===== src/bb3_pkg.sv =====
// Shared types, constants and helpers for the 3x3 box blur.
`timescale 1ns / 1ps
package bb3_pkg;

   localparam int MAX_WIDTH = 128;
   localparam int COL_W     = (MAX_WIDTH > 2) ? $clog2(MAX_WIDTH) : 1;
   localparam int EW        = COL_W + 1;
   localparam int HGT_W     = 12;
   localparam int ROW_W     = HGT_W + 1;
   localparam int PIX_W     = 8;
   localparam int CSUM_W    = PIX_W + 2;
   localparam int SUM_W     = PIX_W + 4;
   localparam int ADDR_W    = 3;
   localparam int DATA_W    = 32;

   localparam int RECIP_SHIFT = 20;
   localparam int RECIP_W     = RECIP_SHIFT - 1;
   localparam int PROD_W      = SUM_W + RECIP_W;
   localparam int RECIP_FOUR  = (2 ** RECIP_SHIFT) / 4;
   localparam int RECIP_SIX   = (2 ** RECIP_SHIFT + 5) / 6;
   localparam int RECIP_NINE  = (2 ** RECIP_SHIFT + 8) / 9;

   localparam logic REG_IDX_WIDTH  = 1'b0;
   localparam logic REG_IDX_HEIGHT = 1'b1;

   localparam logic [7:0]       WIDTH_RESET  = 8'd100;
   localparam logic [HGT_W-1:0] HEIGHT_RESET = 12'd100;

   typedef struct packed {
      logic             func;
      logic [PIX_W-1:0] pixel_in;
   } req_type;

   typedef struct packed {
      logic [PIX_W-1:0] pixel_out;
      logic             frame_last;
   } rsp_type;

   // Per-item control carried down the pipeline.
   typedef struct packed {
      logic valid;
      logic emit;
      logic top_en;
      logic bot_en;
      logic left_en;
      logic right_en;
      logic last;
   } ctl_type;

   typedef logic [2:0][PIX_W-1:0] pix3_type;

   typedef struct packed {
      logic [PIX_W-1:0] upper;
      logic [PIX_W-1:0] middle;
   } line_pair_type;

   typedef enum logic [1:0] {
      CNT_FOUR,
      CNT_SIX,
      CNT_NINE
   } cnt_type;

   function automatic logic [RECIP_W-1:0] recip(input cnt_type cnt);
      logic [RECIP_W-1:0] r;
      case (cnt)
         CNT_FOUR: r = RECIP_W'(RECIP_FOUR);
         CNT_SIX:  r = RECIP_W'(RECIP_SIX);
         CNT_NINE: r = RECIP_W'(RECIP_NINE);
         default:  r = RECIP_W'(RECIP_NINE);
      endcase
      return r;
   endfunction

endpackage


===== src/bb3_line_buf.sv =====
// Paired line buffer: upper and middle rows stored side by side, one entry per column.
`timescale 1ns / 1ps
module bb3_line_buf (
   input  logic                           clock,
   input  logic                           rd_en,
   input  logic [bb3_pkg::COL_W-1:0]      rd_addr,
   input  logic                           wr_en,
   input  logic [bb3_pkg::COL_W-1:0]      wr_addr,
   input  logic [bb3_pkg::PIX_W-1:0]      wr_pix,
   output logic [bb3_pkg::PIX_W-1:0]      upper_rd,
   output logic [bb3_pkg::PIX_W-1:0]      middle_rd
);

   bb3_pkg::line_pair_type mem [bb3_pkg::MAX_WIDTH];
   bb3_pkg::line_pair_type rd_ff;
   bb3_pkg::line_pair_type wr_in;

   // Middle row moves up, new pixel becomes the middle row.
   always_comb begin
      wr_in.upper  = rd_ff.middle;
      wr_in.middle = wr_pix;
   end

   always_ff @(posedge clock) begin
      if (wr_en) begin
         mem[wr_addr] <= wr_in;
      end
      if (rd_en) begin
         rd_ff <= mem[rd_addr];
      end
   end

   assign upper_rd  = rd_ff.upper;
   assign middle_rd = rd_ff.middle;

endmodule


===== src/bb3_col_cell.sv =====
// One window column: holds three pixels, hands them on, and sums the rows inside the frame.
`timescale 1ns / 1ps
module bb3_col_cell (
   input  logic                           clock,
   input  logic                           shift_en,
   input  bb3_pkg::pix3_type              col_in,
   input  logic                           top_en,
   input  logic                           bot_en,
   output bb3_pkg::pix3_type              col_out,
   output logic [bb3_pkg::CSUM_W-1:0]     col_sum
);

   bb3_pkg::pix3_type pix_ff;

   always_ff @(posedge clock) begin
      if (shift_en) begin
         pix_ff <= col_in;
      end
   end

   always_comb begin
      col_sum = bb3_pkg::CSUM_W'(pix_ff[1])
              + (top_en ? bb3_pkg::CSUM_W'(pix_ff[0]) : '0)
              + (bot_en ? bb3_pkg::CSUM_W'(pix_ff[2]) : '0);
   end

   assign col_out = pix_ff;

endmodule


===== src/bb3_norm.sv =====
// Output stage: divide the window sum by 4, 6 or 9 through a reciprocal and hold the result.
`timescale 1ns / 1ps
module bb3_norm (
   input  logic                          clock,
   input  logic                          reset,
   input  logic                          adv,
   input  logic                          in_valid,
   input  logic [bb3_pkg::SUM_W-1:0]     in_sum,
   input  bb3_pkg::cnt_type              in_cnt,
   input  logic                          in_last,
   output logic                          rsp_valid,
   output bb3_pkg::rsp_type              rsp_data
);

   logic [bb3_pkg::PROD_W-1:0] prod;
   logic                       rsp_valid_ff;
   bb3_pkg::rsp_type           rsp_data_ff;
   bb3_pkg::rsp_type           rsp_data_in;

   always_comb begin
      prod = bb3_pkg::PROD_W'(in_sum) * bb3_pkg::PROD_W'(bb3_pkg::recip(in_cnt));
      rsp_data_in.pixel_out  = prod[bb3_pkg::RECIP_SHIFT +: bb3_pkg::PIX_W];
      rsp_data_in.frame_last = in_last;
   end

   always_ff @(posedge clock) begin
      if (reset) begin
         rsp_valid_ff <= 1'b0;
      end else if (adv) begin
         rsp_valid_ff <= in_valid;
      end
   end

   always_ff @(posedge clock) begin
      if (adv) begin
         rsp_data_ff <= rsp_data_in;
      end
   end

   assign rsp_valid = rsp_valid_ff;
   assign rsp_data  = rsp_data_ff;

endmodule


===== src/box_blur_3x3_edge_normalized.sv =====
// Streaming 3x3 box blur: takes one grey pixel per clock in raster order and returns the
// mean of its in-frame neighborhood (9, 6 or 4 pixels), one result per clock. A result
// leaves via the B, C, D and output registers once its window is complete; in item terms
// output trails input by image_width+1 items, so after the last pixel of a frame send
// image_width+1 flush items (func=1) to drain it. Throughput is set by the single line
// buffer, read and written once per item, and the three-column window shift; the whole
// pipeline holds while a result waits under rsp_stall. Writing either register restarts
// the frame and must happen with the block idle. Registers: width at byte 0, height at 4.
`timescale 1ns / 1ps
module box_blur_3x3_edge_normalized (
   input  logic                          clock,
   input  logic                          reset,
   input  logic                          req_valid,
   output logic                          req_stall,
   input  bb3_pkg::req_type              req_data,
   output logic                          rsp_valid,
   input  logic                          rsp_stall,
   output bb3_pkg::rsp_type              rsp_data,
   input  logic                          csr_psel,
   input  logic                          csr_penable,
   input  logic                          csr_pwrite,
   input  logic [bb3_pkg::ADDR_W-1:0]    csr_paddr,
   input  logic [bb3_pkg::DATA_W-1:0]    csr_pwdata,
   output logic [bb3_pkg::DATA_W-1:0]    csr_prdata,
   output logic                          csr_pready
);

   localparam int COL_W = bb3_pkg::COL_W;
   localparam int EW    = bb3_pkg::EW;
   localparam int ROW_W = bb3_pkg::ROW_W;
   localparam int HGT_W = bb3_pkg::HGT_W;
   localparam int PIX_W = bb3_pkg::PIX_W;
   localparam int SUM_W = bb3_pkg::SUM_W;

   // configuration
   logic [7:0]       width_ff;
   logic [HGT_W-1:0] height_ff;
   logic             cfg_wr;

   // positions
   logic [COL_W-1:0] in_col_ff,  in_col_in;
   logic [ROW_W-1:0] in_row_ff,  in_row_in;
   logic [COL_W-1:0] out_col_ff, out_col_in;
   logic [HGT_W-1:0] out_row_ff, out_row_in;

   logic             adv;
   logic             take;
   logic             item_go;
   logic             tail;
   logic [EW-1:0]    w_eff;
   logic [HGT_W-1:0] h_eff;
   logic [PIX_W-1:0] px;
   bb3_pkg::ctl_type a_ctl;

   // stage B: line buffer read data valid
   bb3_pkg::ctl_type b_ctl_ff;
   logic [COL_W-1:0] b_col_ff;
   logic [PIX_W-1:0] b_px_ff;
   logic [PIX_W-1:0] upper_rd;
   logic [PIX_W-1:0] middle_rd;

   // stage C: window registered in the cells
   bb3_pkg::ctl_type             c_ctl_ff;
   bb3_pkg::ctl_type             c_ctl_in;
   bb3_pkg::pix3_type            link [4];
   logic [bb3_pkg::CSUM_W-1:0]   col_sum [3];
   logic [SUM_W-1:0]             sum;
   bb3_pkg::cnt_type             cnt;

   // stage D: sum registered
   logic             d_valid_ff;
   logic             d_last_ff;
   logic [SUM_W-1:0] d_sum_ff;
   bb3_pkg::cnt_type d_cnt_ff;

   assign adv       = !(rsp_valid && rsp_stall);
   assign req_stall = !adv;
   assign take      = req_valid && adv;

   // ---------------- configuration port ----------------
   assign csr_pready = 1'b1;
   assign cfg_wr     = csr_psel && csr_penable && csr_pwrite && csr_pready;

   always_comb begin
      if (csr_paddr[2] == bb3_pkg::REG_IDX_HEIGHT) begin
         csr_prdata = bb3_pkg::DATA_W'(height_ff);
      end else begin
         csr_prdata = bb3_pkg::DATA_W'(width_ff);
      end
   end

   always_ff @(posedge clock) begin
      if (reset) begin
         width_ff  <= bb3_pkg::WIDTH_RESET;
         height_ff <= bb3_pkg::HEIGHT_RESET;
      end else if (cfg_wr) begin
         if (csr_paddr[2] == bb3_pkg::REG_IDX_HEIGHT) begin
            height_ff <= csr_pwdata[HGT_W-1:0];
         end else begin
            width_ff <= csr_pwdata[7:0];
         end
      end
   end

   // ---------------- stage A: position tracking ----------------
   always_comb begin
      if (width_ff < 8'd2) begin
         w_eff = EW'(2);
      end else if (32'(width_ff) > bb3_pkg::MAX_WIDTH) begin
         w_eff = EW'(bb3_pkg::MAX_WIDTH);
      end else begin
         w_eff = EW'(width_ff);
      end
      h_eff = (height_ff < HGT_W'(2)) ? HGT_W'(2) : height_ff;

      tail    = in_row_ff >= ROW_W'(h_eff);
      // a flush before the frame is complete does nothing
      item_go = take && !(req_data.func && !tail);
      px      = tail ? '0 : req_data.pixel_in;

      a_ctl.valid    = item_go;
      a_ctl.emit     = (in_row_ff >= ROW_W'(2))
                    || (in_row_ff == ROW_W'(1) && in_col_ff != '0);
      a_ctl.top_en   = out_row_ff != '0;
      a_ctl.bot_en   = (ROW_W'(out_row_ff) + ROW_W'(1)) < ROW_W'(h_eff);
      a_ctl.left_en  = out_col_ff != '0;
      a_ctl.right_en = (EW'(out_col_ff) + EW'(1)) < w_eff;
      a_ctl.last     = !a_ctl.bot_en && !a_ctl.right_en;

      in_col_in  = in_col_ff;
      in_row_in  = in_row_ff;
      out_col_in = out_col_ff;
      out_row_in = out_row_ff;

      if (cfg_wr) begin
         in_col_in  = '0;
         in_row_in  = '0;
         out_col_in = '0;
         out_row_in = '0;
      end else if (item_go) begin
         if ((EW'(in_col_ff) + EW'(1)) >= w_eff) begin
            in_col_in = '0;
            in_row_in = in_row_ff + ROW_W'(1);
         end else begin
            in_col_in = in_col_ff + COL_W'(1);
         end
         if (a_ctl.emit) begin
            if (a_ctl.last) begin
               // frame done: restart all positions
               in_col_in  = '0;
               in_row_in  = '0;
               out_col_in = '0;
               out_row_in = '0;
            end else if (!a_ctl.right_en) begin
               out_col_in = '0;
               out_row_in = out_row_ff + HGT_W'(1);
            end else begin
               out_col_in = out_col_ff + COL_W'(1);
            end
         end
      end
   end

   always_ff @(posedge clock) begin
      if (reset) begin
         in_col_ff  <= '0;
         in_row_ff  <= '0;
         out_col_ff <= '0;
         out_row_ff <= '0;
      end else begin
         in_col_ff  <= in_col_in;
         in_row_ff  <= in_row_in;
         out_col_ff <= out_col_in;
         out_row_ff <= out_row_in;
      end
   end

   always_ff @(posedge clock) begin
      if (reset) begin
         b_ctl_ff <= '0;
      end else if (adv) begin
         b_ctl_ff <= a_ctl;
      end
   end

   always_ff @(posedge clock) begin
      if (item_go) begin
         b_col_ff <= in_col_ff;
         b_px_ff  <= px;
      end
   end

   bb3_line_buf u_line_buf (
      .clock     (clock),
      .rd_en     (item_go),
      .rd_addr   (in_col_ff),
      .wr_en     (b_ctl_ff.valid && adv),
      .wr_addr   (b_col_ff),
      .wr_pix    (b_px_ff),
      .upper_rd  (upper_rd),
      .middle_rd (middle_rd)
   );

   // ---------------- stage B/C: column cells ----------------
   assign link[3] = {b_px_ff, middle_rd, upper_rd};

   for (genvar i = 0; i < 3; i++) begin : g_cell
      bb3_col_cell u_cell (
         .clock    (clock),
         .shift_en (b_ctl_ff.valid && adv),
         .col_in   (link[i+1]),
         .top_en   (c_ctl_ff.top_en),
         .bot_en   (c_ctl_ff.bot_en),
         .col_out  (link[i]),
         .col_sum  (col_sum[i])
      );
   end

   always_comb begin
      c_ctl_in       = b_ctl_ff;
      c_ctl_in.valid = b_ctl_ff.valid && b_ctl_ff.emit;
   end

   always_ff @(posedge clock) begin
      if (reset) begin
         c_ctl_ff <= '0;
      end else if (adv) begin
         c_ctl_ff <= c_ctl_in;
      end
   end

   always_comb begin
      sum = SUM_W'(col_sum[1])
          + (c_ctl_ff.left_en  ? SUM_W'(col_sum[0]) : '0)
          + (c_ctl_ff.right_en ? SUM_W'(col_sum[2]) : '0);
      if (c_ctl_ff.top_en && c_ctl_ff.bot_en && c_ctl_ff.left_en && c_ctl_ff.right_en) begin
         cnt = bb3_pkg::CNT_NINE;
      end else if ((c_ctl_ff.top_en && c_ctl_ff.bot_en)
                || (c_ctl_ff.left_en && c_ctl_ff.right_en)) begin
         cnt = bb3_pkg::CNT_SIX;
      end else begin
         cnt = bb3_pkg::CNT_FOUR;
      end
   end

   // ---------------- stage D: normalize ----------------
   always_ff @(posedge clock) begin
      if (reset) begin
         d_valid_ff <= 1'b0;
      end else if (adv) begin
         d_valid_ff <= c_ctl_ff.valid;
      end
   end

   always_ff @(posedge clock) begin
      if (adv) begin
         d_last_ff <= c_ctl_ff.last;
         d_sum_ff  <= sum;
         d_cnt_ff  <= cnt;
      end
   end

   bb3_norm u_norm (
      .clock     (clock),
      .reset     (reset),
      .adv       (adv),
      .in_valid  (d_valid_ff),
      .in_sum    (d_sum_ff),
      .in_cnt    (d_cnt_ff),
      .in_last   (d_last_ff),
      .rsp_valid (rsp_valid),
      .rsp_data  (rsp_data)
   );

endmodule


===== config.mk =====
export PLATFORM = sky130hd
export DESIGN_NAME = box_blur_3x3_edge_normalized
export DESIGN_NICKNAME = d
export VERILOG_FILES = /design/src/bb3_pkg.sv /design/src/bb3_line_buf.sv /design/src/bb3_col_cell.sv /design/src/bb3_norm.sv /design/src/box_blur_3x3_edge_normalized.sv
export SDC_FILE = /design/constraint.sdc
export NUM_CORES = 2
export LEC_CHECK = 0
export ABC_AREA = 1
export BUFFER_PORTS_ARGS = -buffer_cell sky130_fd_sc_hd__buf_2
export CORE_ASPECT_RATIO = 1.5
export CORE_MARGIN = 2
export CORE_UTILIZATION = 60
export CTS_CLUSTER_DIAMETER = 150
export DETAILED_ROUTE_END_ITERATION = 8
export GPL_TIMING_DRIVEN = 1
export PLACE_DENSITY = 0.76
export SLEW_MARGIN = 10
export SYNTH_ARGS = -nofsm -noshare
export SYNTH_HDL_FRONTEND = slang
export SYNTH_SLANG_ARGS = --single-unit

===== constraint.sdc =====
create_clock -name clock -period 10.3 [get_ports clock]
set_input_delay 0.515 -clock clock [delete_from_list [all_inputs] [get_ports clock]]
set_output_delay 0.515 -clock clock [all_outputs]
set_load 0.05 [all_outputs]

**Word-level counts from Yosys, hierarchy flattened**

Memory sizes are Yosys's and may differ from the RTL's. A register that Yosys moved wholly into a read port is not among the register bits.
Cells that the tools add are included.

- Flip-flop bits (word level): 185
- Bits in writable memories: 2048
- Input bits: 51
- Output and inout bits: 44
- Logic and storage cells: 122
- Memories: 1

Memory list:

| name | depth | width | read ports | clocked after memory_dff | wr ports | RTL line | text |
|---|---|---|---|---|---|---|---|
| u_line_buf.mem | 128 | 16 | 1 | 1 | 1 | bb3_line_buf.sv:14 | `bb3_pkg::line_pair_type mem [bb3_pkg::MAX_WIDTH];` |

- Add/subtract/negate cells: 15
- Multipliers: 1
- Magnitude comparators: 8
- Equality and inequality tests: 3
- Multiplexer cells: 26
- Bitwise logic cells: 1
- Reductions and logical operators: 30

Operators by type and width:

| cell | number |
|---|---|
| two-way mux 8 bit | 8 |
| two-way mux 12 bit | 4 |
| two-way mux 13 bit | 3 |
| one-hot mux 19 bit (2 select lines) | 1 |
| two-way mux 7 bit | 5 |
| adder 10 bit | 3 |
| adder 8 x 10 -> 10 bit | 3 |
| multiplier 12 x 19 -> 28 bit | 1 |
| two-way mux 10 bit | 2 |
| adder 7 x 1 -> 8 bit (second input constant) | 2 |
| adder 7 x 1 -> 7 bit (second input constant) | 2 |
| logical AND 1 bit | 14 |
| nonzero test 7 bit | 2 |
| adder 12 x 1 -> 13 bit (second input constant) | 1 |
| adder 13 x 1 -> 13 bit (second input constant) | 1 |
| == test 13 x 1 -> 1 bit (second input constant) | 1 |
| greater-or-equal comparator 13 x 12 -> 1 bit | 1 |
| greater-or-equal comparator 13 x 2 -> 1 bit (second input constant) | 1 |
| < comparator 13 x 12 -> 1 bit | 1 |
| adder 11 x 10 -> 12 bit | 1 |
| adder 12 x 1 -> 12 bit (second input constant) | 1 |
| < comparator 12 x 2 -> 1 bit (second input constant) | 1 |
| nonzero test 12 bit | 1 |
| adder 10 x 10 -> 11 bit | 1 |
| 14 further kinds | 23 |

**Longest topological paths before layout**

- Depth after elaboration: 8
- Depth in mapped cells: 28
- Mapped depth without buffers: 27

**Modules after synthesis**

From an unflattened synthesis, not the netlist that was laid out.

- Cells, all modules: 8690
- Area total of the unflattened synthesis: 98991.2 µm²

Modules (own cells, without submodules):

| module | instances | cells an instance | area each (µm²) | seq. area each (µm²) |
|---|---|---|---|---|
| bb3_line_buf | 1 | 6793 | 82988.3 | 61979.4 |
| box_blur_3x3_edge_normalized | 1 | 861 | 6656.4 | 2362.3 |
| bb3_norm | 1 | 667 | 5238.8 | 290.3 |
| bb3_col_cell at g_cell[1].u_cell ... | 2 | 123 | 1371.3 | 720.7 |
| bb3_col_cell at g_cell[0].u_cell | 1 | 123 | 1365.1 | 720.7 |

**Least setup slack after synthesis**

No wires, ideal clock.

- Path kind: flip-flop to flip-flop
- From: reg d_cnt_ff[1]
- To: reg u_norm.rsp_data_ff, in the netlist u_norm.rsp_data[8], data pin
- Library setup time: 0.252 ns
- Arrival time: 5.066 ns
- Required time: 10.048 ns
- Slack: 4.982 ns
- Stages on the path, launching flop included: 22
- Path buffers: 1
- Period minus slack after synthesis: 5.318 ns
- Cells stage by stage: edfxtp_1 > nor2_1 > clkbuf_1 > clkinv_1 > nand2_1 > fa_1 > fa_1 > inv_1 > fa_1 > inv_1 > fa_1 > inv_1 > fa_1 > ha_1 > nand2_1 > nor2_1 > inv_1 > nor3_1 > nand4_1 > a21o_1 > nand3_1 > nand2_1

- Longest elaborated chain between the ends: 3
- Elaborated cells on any way between the ends: 4
- Classes of those cells: 1 x mul; 1 x eq/ne; 1 x mux; 1 x reduce/logical

RTL lines:

| item | RTL line | text |
|---|---|---|
| start, declared | box_blur_3x3_edge_normalized.sv:74 | `bb3_pkg::cnt_type d_cnt_ff;` |
| start signal, assigned | box_blur_3x3_edge_normalized.sv:259 | `d_cnt_ff <= cnt;` |
| == test 2 x 1 -> 1 bit / logical NOT 2 bit (equally long branches) | bb3_pkg.sv:65 | `case (cnt)` |
| one-hot mux 19 bit (2 select lines) (*) | bb3_pkg.sv:65 |  |
| multiplier 12 x 19 -> 28 bit (*) | bb3_norm.sv:21 | `prod = bb3_pkg::PROD_W'(in_sum) * bb3_pkg::PROD_W'(bb3_pkg::recip(in_cnt));` |
| via u_norm.prod (one bit) | bb3_norm.sv:15 | `logic [bb3_pkg::PROD_W-1:0] prod;` |
| end signal, assigned | bb3_norm.sv:36 | `rsp_data_ff <= rsp_data_in;` |
| end, declared | bb3_norm.sv:17 | `bb3_pkg::rsp_type rsp_data_ff;` |

The timed path passes the listed nets; every way through them passes the cells marked *.
A chain may end at the register's enable or synchronous reset.

**Final worst setup path**

- From: reg d_cnt_ff[1]
- To: reg u_norm.rsp_data_ff, in the netlist u_norm.rsp_data[5], data pin

Same word-level chain as after synthesis.

==> metrics <==
outcome=finished clean; first-pass GRT wire length=~390000 um; hold_buf cts=22; fin crit period=a little over 6 ns; fmax=0.164 GHz; Async S/R FF share, synth=0%; Top FF cell, synth=edfxtp_1; most used cell, CP=fa_1; Synth Register Bits=about 2200; cells on worst reg2reg path=18; post_cts resized=0; Crit path buffers/inverters=4; initial antenna violation count=5; max-slew violations=0; drt total wl=roughly 260000 um; Setup Fix Bufs, Post-CTS=0; core area=160000 um^2; CP Launch Type=flip-flop; Cells after DPL=about 9700; RSZ-0062 raised after global routing=no; hold path depth=3; maximum VDD drop=0.173 mV; TritonCTS Sinks=around 2200; Hold Slack=roughly 0.066 ns; crit end category=flip-flop; PwrDens=~170 nW/um^2; clk buf depth=3; Cell Area, Placed=about 100000 um^2; multiplexer share of the synthesized area=0%; fin crit share=59.4%; vias in the first global route=63100; fin util=about 66%; Synth warnings=0; drt first pass iters=6; Max Cap Viol=0; crit path cell chain=nor2_1 -> buf_4 -> clkinv_1 -> nand2_1 -> fa_1 -> fa_1 -> fa_1 -> fa_1 -> fa_1 -> inv_1 -> ha_1 -> a21oi_1 -> inv_1 -> a31oi_1 -> o21bai_1 -> a21oi_1 -> o21ai_0 -> xor2_1; PnR Total Power=between 15 and 20 mW; kind of critical path=reg2reg; Clock Pin Slew Worst Setup and Hold Paths=around 0.06 ns; CP max stage cell=edfxtp_1; Crit Path Max Fanout=15; main combinational cell family by area after synthesis=compound AO/OA/AOI/OAI gates; Simple-Gate Fraction of Synth Area=a little under a tenth; GPL Wtd Cong=about 0.92; Post-Synth Adder-Cell Area=between 4 and 5%; Slew Limit Headroom=between 20% and 30%; post-synthesis sequential area ratio=69.4%; setup TNS=0 ns; number of library cell types mapped by synthesis=44; final setup violating endpoints=0; Pleak=about 37 nW; met1 wire length=87300 um; setup ws final=between 4 and 5 ns; Critical Path AT=roughly 6.7 ns; HPWL Detailed=about 150000 um; most common cell after layout, fill and taps aside=edfxtp_1; area of the multi-input gates=25500 um^2; largest net degree at the start of global routing=between 150 and 200; H-tree Lvls=4; CP top delay family=adder cells; Die Height=495 um; wire per inst=~26 um; critical path depth=18; wire length on met2=129000 um; Synth Area in Compound Gates=approximately an eighth; share of cells above drive strength 1=7.15%; Max stage delay on crit path=0.65 ns; residual DRC count=0; XOR/XNOR Fraction of Synth Area=less than 1%; Starting Density=about three fifths; Clock Tree Root=clkbuf_16; final non-filler cell total=10000; remaining antenna violation count=0; 1st-iter DRT viols=slightly below 9000; boundary pin count=between 90 and 100; grt ovf=0; Post-synth EDFFs=about 2200; met3 routed WL=around 25000 um; worst clock skew=about 0.053 ns; CTS tree=yes; die width=around 330 um; register area=roughly 67000 um^2; final hold violation count=0; GRT Total Usage=around a third; port bufs=51; via count=around 64000; mean number of vias per cell=about 6.4; final instance area=between 100000 and 150000 um^2; syn_area_per_cell=around 12 um^2; leading cell types in the layout, fill and taps excluded=edfxtp_1 (2175), nor2_1 (1300), o21ai_0 (864), nand2_1 (591), inv_1 (436); DR top layer=met4; Synth Cell Area=around 96000 um^2; fill count=11100; die area=164000 um^2; Layout Nets=8114; pre-CTS setup slack=about 4.2 ns; area growth from synthesis to layout=9.01%; Num CTS Buffers=192; row count=180; Slew @ Worst Pin=1.17 ns; CP Data Required Time=about 11 ns; Tightest Hold Check Type=in2reg; Clock Latency Late Sink=between 0.8 and 0.9 ns; Mapped Cells=7757
==> sequential cells by signal, summed over array words and instances (netlist names), 2 cells and up <==
register and count:
d_sum_ff 12, d_cnt_ff 2, u_line_buf.mem 2048, height_ff 12, c_ctl_ff 6, out_col_ff 7, u_norm.rsp_data 9, b_px_ff 8
u_line_buf.upper_rd 8, g_cell.u_cell.col_out 72, out_row_ff 12, width_ff 8, in_row_ff 13, in_col_ff 7, b_ctl_ff 7, b_col_ff 7
u_line_buf.middle_rd 8
==> routing by layer <==
metal	vias to the layer above	track usage, %
met5	-	0
met4	0	23.4
met3	835	5.12
met2	3890	52.6
met1	31500	37.5
li1	28100	-
==> layout make-up <==
| type | instances | area share (%) |
|---|---|---|
| Antenna cell | 2 | 0.00477 |
| Clock buffer | 243 | 4.80 |
| Clock inverter | 113 | 0.980 |
| Inverter | 447 | 1.62 |
| Multi-Input combinational cell | 4587 | 24.3 |
| Sequential cell | 2249 | 63.7 |
| Tap cell | 2093 | 2.50 |
| Timing Repair Buffer | 301 | 2.16 |
==> synth_stat cells (5+ instances only) <==
master    instances  area share (%)
a211oi_1         18            0.14
a21o_1           50            0.39
a21oi_1         291             1.5
a31oi_1           9           0.058
buf_1            34            0.13
buf_2           159            0.83
buf_4            63            0.49
buf_6            19            0.22
clkbuf_1        216            0.84
clkinv_1          5           0.019
dfxtp_1          74             1.5
edfxtp_1       2175              68
fa_1            139             2.9
ha_1            146             1.9
inv_1           437             1.7
inv_2             5           0.019
nand2_1         592             2.3
nand3_1         211             1.1
nand4_1          41            0.27
nor2_1         1308             5.1
nor3_1           29            0.15
nor4_1            9           0.058
o211ai_1         89            0.69
o21ai_0         864             4.5
o21ai_1         240             1.2
o21bai_1         16            0.12
o221ai_1        163             1.5
o22ai_1         277             1.8
xnor2_1          16            0.15
xor2_1           33            0.30
==> worst paths after layout <==
check,startpoint,end,slack (ns)
worst min-delay path,req_data[1],b_px_ff[1],0.07
worst min register to register,u_line_buf.upper_rd[1],g_cell[2].u_cell.col_out[1],0.42
worst max-delay path,d_cnt_ff[1],u_norm.rsp_data[5],4.19
worst max register to register,d_cnt_ff[1],u_norm.rsp_data[5],4.19
==> power by group <==
group | leakage, nW | switching [mW] | internal (mW)
clock | 2.94 | 3.26 | 3.81
sequential | 20.2 | 0.0329 | 10.0
combinational | 13.5 | 0.698 | 0.224
==> logic make-up (layout without fill, tap and decap cells) <==
family / count (synthesis) / after routing
adder cells (fa/ha/maj): 285 / 285
other: 2 / 23
buffers and inverters: 940 / 1104
AO/OA/AOI/OAI: 2027 / 2027
XOR/XNOR: 49 / 49
AND/OR/NAND/NOR: 2205 / 2205
flip-flops: 2249 / 2249
==> worst reg2reg max path, delay by kind of cell (launching register included) <==
family	cells	cell delay [ns]
buffers and inverters	4	0.65
and+or+nand+nor	2	0.44
AOI/OAI and AO/OA	5	1.09
adders and majority gates	6	2.88
xor gates and xnor gates	1	0.15
DFF	1	0.65
Power figures use the tool's default switching activity.
